<file path="src/design/ase_pkg.sv">
// shared types and constants for the ascending sort engine
// no dependencies; compiled first
package ase_pkg;

  localparam int DATA_W    = 32;
  localparam int ASE_DEPTH = 32;

  // controller states
  typedef enum logic {
    ST_LOAD,
    ST_DRAIN
  } ase_state_t;

  // per-cycle command from the controller to every cell of the chain
  typedef struct packed {
    logic insert;  // place the broadcast value into the sorted chain
    logic pop;     // shift the chain one cell toward cell 0
  } ase_ctrl_t;

endpackage

</file>
<file path="src/design/ase_in_if.sv">
// input channel of the sort engine: one value per item, last marks end of set
// depends on ase_pkg
interface ase_in_if;
  import ase_pkg::*;

  logic              valid;
  logic              ready;
  logic signed [DATA_W-1:0] value;
  logic              last;

  modport source (output valid, output value, output last, input ready);
  modport sink   (input valid, input value, input last, output ready);
endinterface

</file>
<file path="src/design/ase_out_if.sv">
// output channel of the sort engine: one sorted value per item
// depends on ase_pkg
interface ase_out_if;
  import ase_pkg::*;

  logic              valid;
  logic              ready;
  logic signed [DATA_W-1:0] sorted_value;
  logic              final_res;
  logic              overflow;

  modport source (output valid, output sorted_value, output final_res, output overflow,
                  input ready);
  modport sink   (input valid, input sorted_value, input final_res, input overflow,
                  output ready);
endinterface

</file>
<file path="src/design/ase_cell.sv">
// one cell of the insertion sort chain: holds one value and its valid bit
// depends on ase_pkg
module ase_cell (
  input  logic                              clk,
  input  logic                              rst,
  input  ase_pkg::ase_ctrl_t                cmd,
  input  logic signed [ase_pkg::DATA_W-1:0] new_value,
  input  logic signed [ase_pkg::DATA_W-1:0] left_val,
  input  logic                              left_valid,
  input  logic                              left_ins,
  input  logic signed [ase_pkg::DATA_W-1:0] right_val,
  input  logic                              right_valid,
  output logic signed [ase_pkg::DATA_W-1:0] val,
  output logic                              valid,
  output logic                              ins
);
  import ase_pkg::*;

  // insertion point lies at or before this cell
  assign ins = !valid || (new_value < val);

  // valid bit: control state
  always_ff @(posedge clk) begin
    if (rst) begin
      valid <= 1'b0;
    end else if (cmd.pop) begin
      valid <= right_valid;
    end else if (cmd.insert) begin
      if (left_ins) begin
        valid <= left_valid;
      end else if (ins) begin
        valid <= 1'b1;
      end
    end
  end

  // held value: shift right on insert past here, shift left on pop
  always_ff @(posedge clk) begin
    if (cmd.pop) begin
      val <= right_val;
    end else if (cmd.insert) begin
      if (left_ins) begin
        val <= left_val;
      end else if (ins) begin
        val <= new_value;
      end
    end
  end

endmodule

</file>
<file path="src/design/ase_ctrl.sv">
// load/drain controller and output register of the sort engine
// depends on ase_pkg
module ase_ctrl #(
  parameter int DEPTH = ase_pkg::ASE_DEPTH
) (
  input  logic                              clk,
  input  logic                              rst,
  input  logic                              in_valid,
  input  logic                              in_last,
  output logic                              in_ready,
  input  logic signed [ase_pkg::DATA_W-1:0] head_val,
  output ase_pkg::ase_ctrl_t                cmd,
  output logic                              out_valid,
  input  logic                              out_ready,
  output logic signed [ase_pkg::DATA_W-1:0] out_value,
  output logic                              out_final,
  output logic                              out_overflow
);
  import ase_pkg::*;

  localparam int CNT_W = $clog2(DEPTH + 1);

  ase_state_t       state, state_next;
  logic [CNT_W-1:0] count;
  logic             dropped;
  logic             in_fire;
  logic             full;
  logic             last_pop;

  assign in_fire  = in_valid && in_ready;
  assign full     = (count == CNT_W'(DEPTH));
  assign last_pop = cmd.pop && (count == CNT_W'(1));

  // next state
  always_comb begin
    state_next = state;
    unique case (state)
      ST_LOAD:  if (in_fire && in_last) state_next = ST_DRAIN;
      ST_DRAIN: if (last_pop)           state_next = ST_LOAD;
      default:  state_next = ST_LOAD;
    endcase
  end

  // outputs of the state machine
  always_comb begin
    in_ready   = 1'b0;
    cmd.insert = 1'b0;
    cmd.pop    = 1'b0;
    unique case (state)
      ST_LOAD: begin
        in_ready   = 1'b1;
        cmd.insert = in_valid && !full;
      end
      ST_DRAIN: begin
        cmd.pop = !out_valid || out_ready;
      end
      default: ;
    endcase
  end

  // state, fill count and drop flag
  always_ff @(posedge clk) begin
    if (rst) begin
      state   <= ST_LOAD;
      count   <= '0;
      dropped <= 1'b0;
    end else begin
      state <= state_next;
      if (cmd.insert) begin
        count <= count + CNT_W'(1);
      end else if (cmd.pop) begin
        count <= count - CNT_W'(1);
      end
      if (in_fire && full) begin
        dropped <= 1'b1;
      end else if (last_pop) begin
        dropped <= 1'b0;
      end
    end
  end

  // output valid
  always_ff @(posedge clk) begin
    if (rst) begin
      out_valid <= 1'b0;
    end else if (cmd.pop) begin
      out_valid <= 1'b1;
    end else if (out_ready) begin
      out_valid <= 1'b0;
    end
  end

  // output payload
  always_ff @(posedge clk) begin
    if (cmd.pop) begin
      out_value    <= head_val;
      out_final    <= last_pop;
      out_overflow <= dropped;
    end
  end

endmodule

</file>
<file path="src/design/ascending_sort_engine_top.sv">
// top level of the ascending sort engine: controller plus a chain of sort cells
// depends on ase_pkg, ase_in_if, ase_out_if, ase_cell, ase_ctrl
//
// Usage:
//   sort_in takes one signed value per item; an item with last set ends the set.
//   Items are taken one per cycle while loading. Each accepted value is placed
//   in order into a chain of DEPTH cells by a compare in every cell, so the set
//   is already sorted when the last item arrives. Values past DEPTH are dropped
//   and overflow is then set on every result of that set.
//   After the last item, sort_in.ready is low while the chain drains through
//   sort_out, smallest first, one result per cycle when the receiver is ready;
//   the first result is valid once the controller is in drain and has registered the head.
//   final_res marks the last (greatest) result; loading resumes right after it
//   leaves the chain, even while it still waits in the output register.
//   Loading and draining of a set never overlap, and the drain rate is set
//   by the single shift-out port at cell 0.
//   When the receiver stalls, the output register holds and the chain waits.
//   Reset (rst, synchronous) empties the chain and returns to loading.
module ascending_sort_engine_top #(
  parameter int DEPTH = ase_pkg::ASE_DEPTH
) (
  input logic           clk,
  input logic           rst,
  ase_in_if.sink        sort_in,
  ase_out_if.source     sort_out
);
  import ase_pkg::*;

  ase_ctrl_t                cmd;
  logic signed [DATA_W-1:0] cell_val   [DEPTH];
  logic [DEPTH-1:0]         cell_valid;
  logic [DEPTH-1:0]         cell_ins;

  // controller and output register
  ase_ctrl #(
    .DEPTH (DEPTH)
  ) u_ctrl (
    .clk          (clk),
    .rst          (rst),
    .in_valid     (sort_in.valid),
    .in_last      (sort_in.last),
    .in_ready     (sort_in.ready),
    .head_val     (cell_val[0]),
    .cmd          (cmd),
    .out_valid    (sort_out.valid),
    .out_ready    (sort_out.ready),
    .out_value    (sort_out.sorted_value),
    .out_final    (sort_out.final_res),
    .out_overflow (sort_out.overflow)
  );

  // chain of cells, cell 0 holds the smallest value
  for (genvar i = 0; i < DEPTH; i++) begin : g_cell
    logic signed [DATA_W-1:0] left_val;
    logic                     left_valid;
    logic                     left_ins;
    logic signed [DATA_W-1:0] right_val;
    logic                     right_valid;

    if (i == 0) begin : g_first
      assign left_val   = '0;
      assign left_valid = 1'b0;
      assign left_ins   = 1'b0;
    end else begin : g_mid_l
      assign left_val   = cell_val[i-1];
      assign left_valid = cell_valid[i-1];
      assign left_ins   = cell_ins[i-1];
    end

    if (i == DEPTH - 1) begin : g_last
      assign right_val   = '0;
      assign right_valid = 1'b0;
    end else begin : g_mid_r
      assign right_val   = cell_val[i+1];
      assign right_valid = cell_valid[i+1];
    end

    ase_cell u_cell (
      .clk         (clk),
      .rst         (rst),
      .cmd         (cmd),
      .new_value   (sort_in.value),
      .left_val    (left_val),
      .left_valid  (left_valid),
      .left_ins    (left_ins),
      .right_val   (right_val),
      .right_valid (right_valid),
      .val         (cell_val[i]),
      .valid       (cell_valid[i]),
      .ins         (cell_ins[i])
    );
  end

  // filling and draining never happen in the same cycle
  a_no_insert_pop: assert property (@(posedge clk) disable iff (rst)
    !(cmd.insert && cmd.pop))
    else $error("insert and pop in the same cycle");

  // occupied cells always form a contiguous run starting at cell 0
  a_contiguous: assert property (@(posedge clk) disable iff (rst)
    ((cell_valid & (cell_valid + DEPTH'(1))) == '0))
    else $error("gap in the cell chain");

  // an insert always leaves cell 0 occupied
  a_insert_head: assert property (@(posedge clk) disable iff (rst)
    cmd.insert |=> cell_valid[0])
    else $error("cell 0 empty after insert");

  // the final result leaves the chain empty
  a_final_empty: assert property (@(posedge clk) disable iff (rst)
    ($past(cmd.pop) && sort_out.valid && sort_out.final_res) |-> (cell_valid == '0))
    else $error("chain not empty after final result");

endmodule
</file>
<file path="src/flat_wrapper.sv">
// flat-port wrapper written by rule: the top's interface ports become plain ports
module ascending_sort_engine_top_flat import ase_pkg::*;
#(
  parameter int DEPTH = ase_pkg::ASE_DEPTH
)
  (clk, rst, sort_in_valid, sort_in_value, sort_in_last, sort_in_ready, sort_out_valid, sort_out_sorted_value, sort_out_final_res, sort_out_overflow, sort_out_ready);
  ase_in_if sort_in_i ();
  ase_out_if sort_out_i ();
  input logic clk;
  input logic rst;
  input wire logic [$bits(sort_in_i.valid)-1:0] sort_in_valid;
  input wire logic [$bits(sort_in_i.value)-1:0] sort_in_value;
  input wire logic [$bits(sort_in_i.last)-1:0] sort_in_last;
  output wire logic [$bits(sort_in_i.ready)-1:0] sort_in_ready;
  output wire logic [$bits(sort_out_i.valid)-1:0] sort_out_valid;
  output wire logic [$bits(sort_out_i.sorted_value)-1:0] sort_out_sorted_value;
  output wire logic [$bits(sort_out_i.final_res)-1:0] sort_out_final_res;
  output wire logic [$bits(sort_out_i.overflow)-1:0] sort_out_overflow;
  input wire logic [$bits(sort_out_i.ready)-1:0] sort_out_ready;
  assign sort_in_i.valid = sort_in_valid;
  assign sort_in_i.value = sort_in_value;
  assign sort_in_i.last = sort_in_last;
  assign sort_in_ready = sort_in_i.ready;
  assign sort_out_valid = sort_out_i.valid;
  assign sort_out_sorted_value = sort_out_i.sorted_value;
  assign sort_out_final_res = sort_out_i.final_res;
  assign sort_out_overflow = sort_out_i.overflow;
  assign sort_out_i.ready = sort_out_ready;
  ascending_sort_engine_top #(.DEPTH(DEPTH)) u_core (.clk(clk), .rst(rst), .sort_in(sort_in_i), .sort_out(sort_out_i));
endmodule
</file>
<file path="config.mk">
export PLATFORM = sky130hd
export DESIGN_NAME = ascending_sort_engine_top_flat
export DESIGN_NICKNAME = d
export VERILOG_FILES = /design/src/design/ase_pkg.sv /design/src/design/ase_in_if.sv /design/src/design/ase_out_if.sv /design/src/design/ase_cell.sv /design/src/design/ase_ctrl.sv /design/src/design/ascending_sort_engine_top.sv /design/src/flat_wrapper.sv
export SDC_FILE = /design/constraint.sdc
export NUM_CORES = 2
export LEC_CHECK = 0
export ABC_CLOCK_PERIOD_IN_PS = 6250
export BUFFER_PORTS_ARGS = -buffer_cell sky130_fd_sc_hd__buf_2
export CAP_MARGIN = 15
export CORE_ASPECT_RATIO = 0.8
export CORE_MARGIN = 8
export CORE_UTILIZATION = 45
export DETAILED_ROUTE_END_ITERATION = 7
export HOLD_SLACK_MARGIN = 0.05
export PLACE_DENSITY = 0.65
export SLEW_MARGIN = 10
export SYNTH_ARGS = -nofsm -noshare
export SYNTH_HDL_FRONTEND = slang
export SYNTH_SLANG_ARGS = --single-unit
</file>
<file path="constraint.sdc">
create_clock -name clk -period 6.25 [get_ports clk]
set_clock_uncertainty 0.15 [all_clocks]
set_input_delay 0.3125 -clock clk [delete_from_list [all_inputs] [get_ports clk]]
set_output_delay 0.3125 -clock clk [all_outputs]
set_load 0.005 [all_outputs]
</file>
# ---- Word-level counts from Yosys, hierarchy flattened
# Index checks and enable logic that the tools add are counted.
dict set report totals {
  memories 0
  in_bits 37
  out_inout_bits 36
  elab_cells 510
  ramBits 0
  regBits 1099
  rom_bits 0
  latchBits 0
}
dict set report op_classes {
  n_reduce_logical 140
  div 0
  n_eq_ne 2
  muxes 262
  add_sub_neg 2
  n_bitwise 1
  n_mul 0
  n_lt_le_gt_ge 32
  shift 0
}
# op count
set op_table {}
lappend op_table {{$mux W32} 125}
lappend op_table {{$lt A32 B32 Y1} 32}
lappend op_table {{$mux W1} 134}
lappend op_table {{$reduce_bool A3 Y1} 30}
lappend op_table {{$reduce_and A2 Y1} 32}
lappend op_table {{$logic_not A1 Y1} 34}
lappend op_table {{$logic_or A1 B1 Y1} 33}
lappend op_table {{$mux W6} 2}
lappend op_table {{$reduce_bool A2 Y1} 5}
lappend op_table {{$add A6 B1 Y6 const B} 1}
lappend op_table {{$eq A6 B1 Y1 const B} 1}
lappend op_table {{$eq A6 B6 Y1 const B} 1}
lappend op_table {{$sub A6 B1 Y6 const B} 1}
lappend op_table {{$logic_and A1 B1 Y1} 5}
lappend op_table {{$pmux W1 S2} 1}
lappend op_table {{$reduce_or A2 Y1} 1}
lappend op_table {{$not A1 Y1} 1}

# ---- Longest topological paths before layout
dict set report logic_depth {
  depth_word 6
  mapped_depth 14
  depth_no_buf 11
}

# ---- Modules after synthesis
# A second synthesis with hierarchy kept.
dict set report hier_totals {
  cells_unflattened 8672
  hier_area_um2 81241.7
}
# module seq_area_each_um2 instances area_per_inst_um2 cells_per_inst
set by_module_without_submodules {}
lappend by_module_without_submodules {ase_cell 980.9 32 2489.9 268}
lappend by_module_without_submodules {ase_ctrl 1201.2 1 1561.5 95}
lappend by_module_without_submodules {ascending_sort_engine_top 0.0 1 3.8 1}

# ---- Worst setup path before layout
# OpenSTA, ideal clock, no wires.
dict set report synth_path {
  kind {register to register}
  start {register u_core.g_cell[30].u_cell.val[10] in the netlist's numbering}
  end {register u_core.g_cell[30].u_cell.val[0] in the netlist's numbering, enable pin}
  path_slack_ns 1.079
  t_required_ns 5.634
  arrival_ns 4.555
  period_less_slack_ns 5.171
  setup_ns 0.466
  path_stages_with_launch 13
  path_buffers 2
  path_cell_list {edfxtp_1 inv_1 ha_1 nand4_1 or4_1 o2bb2ai_1 o31ai_1 o211ai_1 mux2_2 buf_2 buf_2 a211oi_1 o21ai_0}
}
dict set report synth_between {
  elab_chain_len 4
}
# item line
set synth_rtl {}
lappend synth_rtl {{start: declaration} ase_cell.sv:13} ;# output logic signed [ase_pkg::DATA_W-1:0] val,
lappend synth_rtl {{start signal: assignment} ase_cell.sv:40} ;# val <= right_val;
lappend synth_rtl {{start signal: assignment} ase_cell.sv:43} ;# val <= left_val;
lappend synth_rtl {{start signal: assignment} ase_cell.sv:45} ;# val <= new_value;
lappend synth_rtl {{$lt A32 B32 Y1} ase_cell.sv:20} ;# assign ins = !valid || (new_value < val);
lappend synth_rtl {{$logic_or A1 B1 Y1} ase_cell.sv:20}
lappend synth_rtl {{$reduce_bool A3 Y1 (no source line)} --}
lappend synth_rtl {{$reduce_and A2 Y1 (no source line)} --}
# No other way between the ends.
# A chain may end at the register's enable or synchronous reset.

# ---- Final worst setup path
dict set report layout_path {
  start {input sort_in_value[1]}
  end {register u_core.g_cell[10].u_cell.val[6] in the netlist's numbering, enable pin}
}
dict set report layout_between {
  elab_chain_len 4
  elab_cells_between_ends 6
  classes_between {order compare (2); reduce/logical (4)}
}
# item line
set layout_rtl {}
lappend layout_rtl {{start: declaration} flat_wrapper.sv:12} ;# input wire logic [$bits(sort_in_i.value)-1:0] sort_in_value;
lappend layout_rtl {{$lt A32 B32 Y1} ase_cell.sv:20}
lappend layout_rtl {{$logic_or A1 B1 Y1} ase_cell.sv:20}
lappend layout_rtl {{$reduce_bool A3 Y1 (no source line) *} --}
lappend layout_rtl {{$reduce_and A2 Y1 (no source line) *} --}
lappend layout_rtl {{end signal: assignment} ase_cell.sv:40}
lappend layout_rtl {{end signal: assignment} ase_cell.sv:43}
lappend layout_rtl {{end signal: assignment} ase_cell.sv:45}
lappend layout_rtl {{end: declaration} ase_cell.sv:13}
# Every way passes the cells marked *; elsewhere a longest branch is shown, timed or not.

==> out/qor.yml <==
min_path:
  min_to: "u_core.g_cell[31].u_cell.val[2]"
  hold_class: "in -> reg"
  holdPathStages: 3
  holdCritStartpoint: "sort_in_value[2]"
sta:
  tightest_slew_ns: 1.23
  setup_slack_ns: 1.51
  period_minus_slack_ns: 4.74
  setup-violations-final: 0
  slew_violations: 0
  finalSetupTns_ns: 0
  period_share_pct: 75.8
  hold_violations: 0
  fmax_mhz: 211
  maxSlewHeadroom_pct: 17.7
  hold_ws_ns: 0.111
  grt_setup_unrepaired: "false"
setup_path:
  crit_buf_inv: 4
  crit_required_ns: 6.54
  r2r_start: "u_core.g_cell[10].u_cell.val[25]"
  worstRegToRegCells: 13
  cpPeakStageDelay_ns: 0.58
  setup.worst_path.start_class: "primary input"
  r2r_slack_ns: 1.68
  critPathArrivalTime_ns: 5.03
  critPathTopFamily: "buffers and inverters"
  critical_path_class: "in -> reg"
  worstPathCellList: "dlygate4sd3_1 -> buf_4 -> buf_4 -> ha_1 -> nand2_1 -> o21ai_0 -> a31oi_1 -> o221ai_1 -> o2111ai_1 -> o41ai_2 -> or2_2 -> a21o_1 -> nand2_1 -> buf_4"
  cp_slowest_cell: "dlygate4sd3_1"
  cp_max_fo: 35
  path_common_cell: "buf_4"
  reg2reg_to: "u_core.g_cell[10].u_cell.val[6]"
  cp-end-kind: "flip-flop"
global_routing:
  grtUsageTotal_pct: 27.0
  grt_antenna_before_repair: 17
  grt_pass1_wl_um: 399000
  grt_max_degree: 179
  grt_pass1_vias: 63200
  grt_overflow: 0
die:
  die_height_um: 391
  die_width_um: 484
  die_area_um2: 189000
  fp-row-count: 137
  core_um2: 174000
  start_util_pct: 45.3
  io_pins: 73
clock_tree:
  cts.sinks: 1099
  clk_latency_ns: 0.78
  cts-buffers-inserted: 117
  cts_max_path_buffers: 3
  ctsHtreeMaxLevel: 3
  path_clk_slew_ns: 0.07
  cts_root_buffer: "clkbuf_16"
  cts_tree: "done"
  postCtsSetupBuffers: 0
pwr:
  max-vdd-ir-drop_mv: 0.244
  p_leak_uw: 0.0363
  power.density_nw_per_um2: 324
synth:
  synth_edf_count: 1026
  syn_inst: 8284
  synth_top_flop_cell: "edfxtp_1"
  synth-async-reset-ratio_pct: 0
  synth_area_um2: 78900
  synth_cell_types: 72
  synth_nets: 9316
  syn_avg_cell_area_um2: 9.53
  seq_area_frac_synth_pct: 40.9
  yosysWarnings: 0
  synth_seq_cells: 1099
placed_design:
  dp_hpwl_um: 194000
  port_buffers: 72
  dp_slack_ns: 1.39
  routabilityCongestion: 0.937
detailed_routing:
  ant_nets: 0
  drtIter0Drc: 8117
  viasPerCell: 6.25
  dr.pass1.iters: 6
  vias: 66000
  drcViolationCount: 0
  routedWlPerCell_um: 25.3
  wl_um: 268000
status:
  status: "finished, final reports clean"
finish:
  fin_nets: 9208
  area_growth_pct: 8.90
  drive_above_1_share_pct: 5.85
flow_run:
  cap_violations: 0
[worst max path at each step]
stage / end / cells past startpoint / slack, ns / from
global route: u_core.g_cell[9].u_cell.val[18] / 13 / 1.30 / sort_in_value[5]
global placement: u_core.g_cell[10].u_cell.val[4] / 13 / 1.36 / sort_in_value[21]
floorplan: u_core.g_cell[30].u_cell.val[0] / 12 / 1.08 / u_core.g_cell[30].u_cell.val[10]
finish: u_core.g_cell[10].u_cell.val[6] / 14 / 1.51 / sort_in_value[1]
CTS: u_core.g_cell[10].u_cell.val[6] / 14 / 1.63 / sort_in_value[1]
detailed placement: u_core.g_cell[10].u_cell.val[4] / 13 / 1.39 / sort_in_value[21]
[registers in the layout (all words and copies together), names as in the netlist]
name                        flops
u_core.u_ctrl.out_final         1
u_core.u_ctrl.out_valid         1
u_core.u_ctrl.out_value        32
u_core.u_ctrl.dropped           1
u_core.u_ctrl.out_overflow      1
u_core.g_cell.u_cell.val     1024
u_core.g_cell.u_cell.valid     32
u_core.u_ctrl.state             1
u_core.u_ctrl.count             6
[where the power goes]
part / total, µW / internal [µW] / switching [µW]
combinational: 8820 / 3370 / 5450
sequential: 12000 / 10400 / 1660
clock: 7040 / 3810 / 3240
[worst register-to-register path, delay by kind of cell (launching register included)]
family / cells / cell delay [ns]
AO/OA/AOI/OAI: 6 / 1.26
flip-flops: 1 / 0.41
AND/OR/NAND/NOR: 2 / 1.19
adder cells (fa/ha/maj): 1 / 0.25
multiplexers: 1 / 0.16
buffers and inverters: 3 / 0.79
[logic make-up after synthesis]
logic type	synth area share, %
buffers and inverters	7.55
AOI/OAI and AO/OA	16.3
and+or+nand+nor	10.6
xor gates and xnor gates	0.144
muxes	8.76
DFF	40.9
adders and majority gates	15.8
[final cells by class]
cell class	count	area, µm²
fill	16000	88400
multi-input combinational	5663	41000
sequential	1099	32300
inverter	1019	3830
clock buffer	157	3170
tap	2293	2870
timing repair buffer	276	2280
clock inverter	64	528
antenna	4	10.0
[per-layer routing]
layer | global-route usage (%) | vias up | routed length [µm]
met4 | 8.45 | 16 | 9140
met2 | 39.0 | 3435 | 109000
li1 | - | 29800 | -
met5 | 0 | - | 107
met3 | 7.56 | 519 | 32500
met1 | 39.3 | 32300 | 116000
[stage by stage]
step,instances,instance area (µm²),power [µW],util (%)
after floorplan,8284,78900,17300,-
after global placement,10300,82000,20200,47.0
after detailed placement,10300,82000,20700,47.0
after CTS,10600,85900,27700,49.3
after global routing,10600,85900,29300,49.3
final,10600,85900,27900,49.3
[cell usage after synthesis (all sizes together), types with 5 or more instances]
library cell	n	share of area, %
a2111oi	13	0.14
a211o	13	0.14
a211oi	114	1.1
a21boi	7	0.067
a21o	227	2.2
a21oi	493	3.2
a221o	11	0.14
a221oi	21	0.23
a22oi	66	0.63
a311oi	30	0.33
a31oi	14	0.11
a41oi	12	0.13
and2	7	0.056
and3	7	0.055
and4	27	0.30
buf	161	1.1
clkbuf	342	1.6
dfxtp	73	1.9
edfxtp	1026	39
ha	995	16
inv	1019	4.8
mux2i	686	8.7
nand2	962	4.6
nand2b	44	0.35
nand3	256	1.6
nand4	133	1.1
nor2	251	1.2
nor2b	40	0.32
nor3	68	0.43
nor4	22	0.17
nor4b	6	0.067
o2111ai	8	0.089
o211ai	20	0.19
o21a	26	0.25
o21ai	826	5.2
o221ai	160	1.8
o22ai	5	0.040
o31ai	13	0.12
or2	21	0.17
or4	8	0.076
xnor2	5	0.055
xor2	8	0.089
[cell usage in the layout, fill, tap and decap left out, types with 118 or more instances in the layout]
master     Yosys  routed
mux2i_1      685     677
nand3_1      256     254
nand4_1      133     133
nor2_1       251     248
ha_1         995     995
nand2_1      962     960
inv_1       1018    1018
a21o_1       227     227
a21oi_1      489     486
o21ai_0      737     733
o221ai_1     160     160
clkbuf_16      0     118
edfxtp_1    1026    1026
buf_4         15     193
[what timing repair did]
| action | 4_1_cts | 5_1_grt |
|---|---|---|
| hold buffers | 22 | 0 |
| endpoints found under the hold margin | 28 | 0 |
| resized for setup | 0 | 0 |
Note: power is estimated with default switching activity, not from simulation.
